**src/rtl/ppu_pkg.sv**
```systemverilog
// Package for the particle pool update unit: types, constants and lane codes.
`timescale 1ns / 1ps
package ppu_pkg;

    localparam int SLOTS_DEF = 64;
    localparam int SLOT_W    = 6;

    typedef struct packed {
        logic        operation;
        logic [15:0] life;
        logic [31:0] position;
        logic [31:0] velocity;
        logic [31:0] accel;
        logic [31:0] size_from;
        logic [31:0] size_to;
        logic [23:0] color_from;
        logic [23:0] color_to;
        logic [15:0] alpha_pair;
    } in_item_t;

    typedef struct packed {
        logic [SLOT_W-1:0] slot;
        logic [31:0]       position_out;
        logic [31:0]       size_out;
        logic [23:0]       color_out;
        logic [7:0]        alpha_out;
        logic              accepted;
        logic              last;
    } out_item_t;

    // One slot record in the store
    typedef struct packed {
        logic [15:0] frame;
        logic [15:0] life;
        logic [31:0] pos;
        logic [31:0] vel;
        logic [31:0] acc;
        logic [63:0] size;   // from low 32, to high 32
        logic [47:0] color;  // from low 24, to high 24
        logic [15:0] alpha;  // from low 8, to high 8
    } entry_t;

    localparam logic OP_ADD  = 1'b0;
    localparam logic OP_TICK = 1'b1;

    typedef enum logic [3:0] {
        S_IDLE, S_ADD, S_FREE_RD, S_FREE_CHK, S_FIND, S_LOAD,
        S_VEL, S_POS, S_LGO, S_LWAIT, S_WB, S_EMIT
    } pp_state_t;

    typedef enum logic [2:0] {
        LN_SIZE_X, LN_SIZE_Y, LN_RED, LN_GREEN, LN_BLUE, LN_ALPHA
    } pp_lane_t;

    typedef enum logic [1:0] {
        L_IDLE, L_MUL, L_DIV, L_DONE
    } lerp_state_t;

endpackage

```
**src/rtl/ppu_lerp.sv**
```systemverilog
// Serial interpolator: from + (to - from) * num / den, truncated toward zero.
`timescale 1ns / 1ps
module ppu_lerp (
    input  logic        clk,
    input  logic        rst_n,
    input  logic        start,
    input  logic [15:0] from_val,
    input  logic [15:0] to_val,
    input  logic [15:0] num,
    input  logic [15:0] den,
    output logic        done,
    output logic [15:0] result
);
    ppu_pkg::lerp_state_t state_reg, state_next;
    logic        neg_reg;
    logic [15:0] mag_reg, from_reg, num_reg, den_reg, rem_reg;
    logic [31:0] quo_reg;
    logic [4:0]  cnt_reg;
    logic [16:0] diff;
    logic [16:0] rem_sh;
    logic        fits;

    assign diff   = {1'b0, to_val} - {1'b0, from_val};
    assign rem_sh = {rem_reg, quo_reg[31]};
    assign fits   = (rem_sh >= {1'b0, den_reg});

    always_comb
    begin
        state_next = state_reg;
        case (state_reg)
            ppu_pkg::L_IDLE: if (start) state_next = ppu_pkg::L_MUL;
            ppu_pkg::L_MUL:  state_next = ppu_pkg::L_DIV;
            ppu_pkg::L_DIV:  if (cnt_reg == 5'd31) state_next = ppu_pkg::L_DONE;
            ppu_pkg::L_DONE: state_next = ppu_pkg::L_IDLE;
            default:         state_next = ppu_pkg::L_IDLE;
        endcase
    end

    always_comb
    begin
        done   = (state_reg == ppu_pkg::L_DONE);
        result = neg_reg ? (from_reg - quo_reg[15:0]) : (from_reg + quo_reg[15:0]);
    end

    always_ff @(posedge clk or negedge rst_n)
    begin
        if (!rst_n)
        begin
            state_reg <= ppu_pkg::L_IDLE;
        end
        else
        begin
            state_reg <= state_next;
        end
    end

    always_ff @(posedge clk)
    begin
        case (state_reg)
            ppu_pkg::L_IDLE:
            begin
                if (start)
                begin
                    neg_reg  <= diff[16];
                    mag_reg  <= diff[16] ? 16'(-diff) : diff[15:0];
                    from_reg <= from_val;
                    num_reg  <= num;
                    den_reg  <= den;
                end
            end
            ppu_pkg::L_MUL:
            begin
                quo_reg <= mag_reg * num_reg;
                rem_reg <= '0;
                cnt_reg <= '0;
            end
            ppu_pkg::L_DIV:
            begin
                // one restoring step per cycle
                rem_reg <= fits ? 16'(rem_sh - {1'b0, den_reg}) : rem_sh[15:0];
                quo_reg <= {quo_reg[30:0], fits};
                cnt_reg <= cnt_reg + 5'd1;
            end
            default:
            begin
            end
        endcase
    end
endmodule

```
**config.mk**
```make
export PLATFORM = sky130hd
export DESIGN_NAME = ppu_lerp
export DESIGN_NICKNAME = d
export VERILOG_FILES = /design/src/rtl/ppu_pkg.sv /design/src/rtl/ppu_lerp.sv
export SDC_FILE = /design/constraint.sdc
export NUM_CORES = 1
export LEC_CHECK = 0
export ABC_AREA = 1
export BUFFER_PORTS_ARGS = -buffer_cell sky130_fd_sc_hd__clkbuf_2
export CORE_MARGIN = 5
export CORE_UTILIZATION = 51
export DETAILED_ROUTE_END_ITERATION = 12
export GPL_TIMING_DRIVEN = 1
export PLACE_DENSITY = 0.68
export SLEW_MARGIN = 20
export SYNTH_ARGS = -nofsm -noshare
export SYNTH_HDL_FRONTEND = slang
export SYNTH_SLANG_ARGS = --single-unit
```
**constraint.sdc**
```tcl
create_clock -name clk -period 16.4 [get_ports clk]
set_input_delay 4.92 -clock clk [delete_from_list [all_inputs] [get_ports clk]]
set_output_delay 4.92 -clock clk [all_outputs]
set_load 0.01 [all_outputs]
```
After elaboration in Yosys (flattened, before gate mapping)

Index checks and enable logic that the tools add are counted.

Logic and storage cells: 36
Register bits: 120
Output and inout bits: 17
Input bits: 67

Muxes and demuxes: 9
Order comparisons: 1
Add/subtract/negate cells: 6
Reductions and logical operators: 4
Equal/unequal tests: 6
Multiply operators: 1

Operators with widths:

| cell                                                                   | count |
|---|---|
| 32-bit case mux with 2 select lines                                    | 1 |
| 16-bit 2-to-1 mux                                                      | 3 |
| 16-bit by 16-bit multiplier with 32-bit output                         | 1 |
| 16-bit case mux with 2 select lines                                    | 1 |
| 16-bit subtractor                                                      | 2 |
| 17-bit by 16-bit greater-or-equal comparator with 1-bit output         | 1 |
| 16-bit by 16-bit subtractor with 17-bit output                         | 1 |
| 16-bit adder                                                           | 1 |
| 16-bit negator                                                         | 1 |
| 5-bit case mux with 2 select lines                                     | 1 |
| 2-bit case mux with 4 select lines                                     | 1 |
| 5-bit by 1-bit adder with 5-bit output (second input constant)         | 1 |
| 5-bit equality test (second input constant)                            | 1 |
| 2-bit equality test (second input constant)                            | 2 |
| 2-bit 2-to-1 mux                                                       | 2 |
| 2-bit != test (second input constant)                                  | 2 |
| 2-bit AND reduction                                                    | 2 |
| 2-bit by 1-bit equality test with 1-bit output (second input constant) | 1 |
| 2-bit zero test                                                        | 1 |
| 2-bit nonzero test                                                     | 1 |

Longest topological paths before layout

Depth after elaboration: 3
Gate-level depth with buffers: 28

Worst setup path before layout

Ideal clock, no wire load.

Path kind: register to output
Start: reg quo_reg[0]
End: out result[15]
Setup slack: 9.011 ns
Cell stages (with the launch flop): 16
Data required time: 11.480 ns
Path buffers: 0
Data arrival time: 2.469 ns
Path through: edfxtp_1 > inv_1 > ha_1 > nand3_1 > nor3_1 > nand4_1 > o31ai_1 > xor2_1 > ha_1 > a21o_1 > a21oi_1 > o21bai_1 > a21oi_1 > inv_1 > nand2_1 > nand2_1

Cells in the longest elaborated chain, start to end: 2

Ends and longest elaborated chain:

| element                                                  | line           | RTL |
|---|---|---|
| from (decl)                                              | ppu_lerp.sv:17 | `logic [31:0] quo_reg;` |
| from (signal assigned)                                   | ppu_lerp.sv:73 | `quo_reg <= mag_reg * num_reg;` |
| from (signal assigned)                                   | ppu_lerp.sv:81 | `quo_reg <= {quo_reg[30:0], fits};` |
| 16-bit adder / 16-bit subtractor (equally long branches) | ppu_lerp.sv:42 | `result = neg_reg ? (from_reg - quo_reg[15:0]) : (from_reg + quo_reg[15:0]);` |
| 16-bit 2-to-1 mux (*)                                    | ppu_lerp.sv:42 |  |
| to (decl)                                                | ppu_lerp.sv:12 | `output logic [15:0] result` |

Every way passes the cells marked *; elsewhere a longest branch is shown, timed or not.

Final worst setup path

Ends and elaborated chain as after synthesis.

==> impl_metrics.env <==
export IMPL_cts_clk_slew_worst_paths_ns=0.06
export IMPL_via_count=13360
export IMPL_ys_ff_latch=120
export IMPL_syn_num_nets=2542
export IMPL_drtIter0Drc=918
export IMPL_final_core_util_pct=55.72
export IMPL_first_global_vias=13790
export IMPL_drv_cap=0
export IMPL_crit_type="reg -> out"
export IMPL_hold_viol=0
export IMPL_worst_pin_slew_ns=0.9189
export IMPL_fillers=3097
export IMPL_dieArea_sq_mm=0.03637
export IMPL_yosysUniqueCellTypes=45
export IMPL_grt_pass1_wl_um=68300
export IMPL_cts_sinks=120
export IMPL_largest_register_ffs=32
export IMPL_async_flop_share_pct=1.667
export IMPL_cp_buffers_inverters=3
export IMPL_outcome="finished, final reports clean"
export IMPL_fp_row_count=66
export IMPL_n_antenna_cell=0
export IMPL_core_sq_mm=0.03237
export IMPL_setup_tns_ns=0
export IMPL_post_cts_buffers=0
export IMPL_cts_htree_levels=4
export IMPL_synthCells=2119
export IMPL_drt_pass1_iterations=6
export IMPL_rsz0062_at_grt="no"
export IMPL_path_cells="inv_1 > ha_1 > nand3_1 > nor3_1 > nand4_1 > o31ai_1 > xor2_1 > ha_1 > a21o_1 > a21oi_1 > o21bai_1 > a21oi_1 > inv_1 > nand2_1 > nand2_1 > clkbuf_2"
export IMPL_seq_area_frac_synth_pct=21.57
export IMPL_drtAntennaViolNets=0
export IMPL_relSlewSlack_pct=38.74
export IMPL_routed_wirelength_um=41100
export IMPL_cp_arrival_ns=3.50
export IMPL_startpoint_type="flip-flop"
export IMPL_critPathTopFamily="compound AO/OA/AOI/OAI gates"
export IMPL_yosysWarnings=0
export IMPL_grt_overflow_total=0
export IMPL_dieWidth_um=190.7
export IMPL_yosys_area_top_type="fa_1"
export IMPL_yosys_top_cells_area="fa_1 24%, edfxtp_1 21%, nand2_1 12%"
export IMPL_cts_buffers=17
export IMPL_area_growth_pct=8.285
export IMPL_finalNetCount=2579
export IMPL_start_util_pct=51.45
export IMPL_cts_root_buf="clkbuf_16"
export IMPL_cts_hold_buf=0
export IMPL_insertion_delay_ns=0.43
export IMPL_cpMaxStageDelayCell="edfxtp_1"
export IMPL_multiInputGateArea_sq_mm=0.01081
export IMPL_ios=84
export IMPL_synth_top_area_share_pct=23.68
export IMPL_synth_area_per_cell_sq_um=7.860
export IMPL_cts_buffer_depth=2
export IMPL_end_kind="output pin"
export IMPL_portBuffers=83
export IMPL_grt_total_usage_pct=23.44
export IMPL_final_setup_viol_count=0
export IMPL_netlist_area_sq_mm=0.01666
export IMPL_path_max_fanout=5
export IMPL_clock_fmax_ghz=0.1188
export IMPL_drive_gt1_share_pct=8.299
export IMPL_maxSlewViolCount=0
export IMPL_finClkSkew_ns=0.01489
export IMPL_dpl_hpwl_um=32370
export IMPL_fin_crit_sh_pct=51.34
export IMPL_seqCellArea_sq_mm=0.003593
export IMPL_die_y_um=190.7
export IMPL_synth_main_ff_cell="edfxtp_1"
export IMPL_finalCriticalPeriod_ns=8.420
export IMPL_hold_class="reg -> reg"
export IMPL_synth_edf_count=118
export IMPL_viasPerCell=5.116
export IMPL_place_gp_congestion=0.9354
export IMPL_holdWs_ns=0.5156
export IMPL_grt_max_degree=61
export IMPL_cp_data_required_time_ns=11.48
export IMPL_cts_resized=0
export IMPL_cts_tree="yes"
export IMPL_drt_wirelength_per_cell_um=15.74
export IMPL_drc=0
export IMPL_slowest_delay_ns=0.40
export IMPL_antenna_found_initial=0
## cells in the final DEF (no fill, tap or decap), types with 6 or more instances in the layout
cell type | netlist | routed
inv_6 | 0 | 6
nand2_1 | 548 | 548
clkbuf_2 | 0 | 83
xnor2_1 | 17 | 17
nand4_1 | 18 | 18
nor3_1 | 14 | 14
edfxtp_1 | 118 | 118
nor2_2 | 6 | 6
fa_1 | 197 | 197
a21oi_1 | 88 | 88
nor2_1 | 92 | 92
xor2_1 | 42 | 42
buf_4 | 0 | 13
nand3_1 | 79 | 79
inv_1 | 511 | 510
nand2_2 | 16 | 16
clkbuf_16 | 0 | 17
or2_2 | 12 | 12
o21ai_0 | 68 | 68
ha_1 | 159 | 158
## layout make-up
cell class	count	share of cell area, %
Multi-Input combinational cell	1405	59.94
Sequential cell	120	19.92
Inverter	516	10.74
Tap cell	442	3.066
Timing Repair Buffer	96	2.844
Clock buffer	17	2.359
Clock inverter	15	1.131
## final timing paths
path | startpoint | to | slack (ns) | depth (start not counted)
min in group asynchronous | rst_n | state_reg[0] | 4.26 | 1
min | quo_reg[27] | quo_reg[28] | 0.52 | 2
max | quo_reg[0] | result[15] | 7.98 | 16
max in group asynchronous | rst_n | state_reg[1] | 12.04 | 1
max reg2reg | mag_reg[10] | quo_reg[20] | 9.63 | 19
min reg2reg | quo_reg[27] | quo_reg[28] | 0.52 | 2
## synthesized netlist by cell type, drive strengths merged, types with 3 or more instances
| master | count |
|---|---|
| clkbuf | 73 |
| a21oi | 90 |
| a21boi | 4 |
| inv | 515 |
| nor2 | 98 |
| a21o | 5 |
| fa | 197 |
| nand3 | 80 |
| ha | 159 |
| and2 | 3 |
| o21bai | 4 |
| nor3 | 16 |
| or2 | 13 |
| xor2 | 42 |
| xnor2 | 18 |
| edfxtp | 118 |
| a31oi | 5 |
| nand2 | 566 |
| buf | 5 |
| nand4 | 18 |
| o21ai | 75 |
## per-stage QoR
| step | setup WS (ns) | cells | instance area (sq um) |
|---|---|---|---|
| after floorplan | 9.011 | 2119 | 16660 |
| after global placement | 8.558 | 2579 | 17410 |
| after detailed placement | 8.479 | 2579 | 17410 |
| after CTS | 7.967 | 2611 | 18040 |
| after global routing | 7.703 | 2611 | 18040 |
| final | 7.980 | 2611 | 18040 |
## routing by layer
layer,vias to the layer above,wire length (um),track usage (%)
met5,-,0,0
met4,0,911,6.740
met3,57,2562,4.559
met2,388,20070,40.20
met1,6407,17550,30.35
li1,6506,-,-
## tightest hold or removal path: stages (launching register included)
cell      delay (ns)
edfxtp_1        0.32
nand2_1         0.05
nand2_1         0.05
## cells by family after synthesis
group                      share of synthesized area (%)
DFF                                                21.57
buffers and inverters                              13.54
adders and majority gates                          35.62
AOI/OAI and AO/OA                                  6.258
and+or+nand+nor                                    19.81
xor gates and xnor gates                           3.200
Power is not shown: default switching activity piles up to over one toggle a cycle in this logic, so the estimate is an artifact.
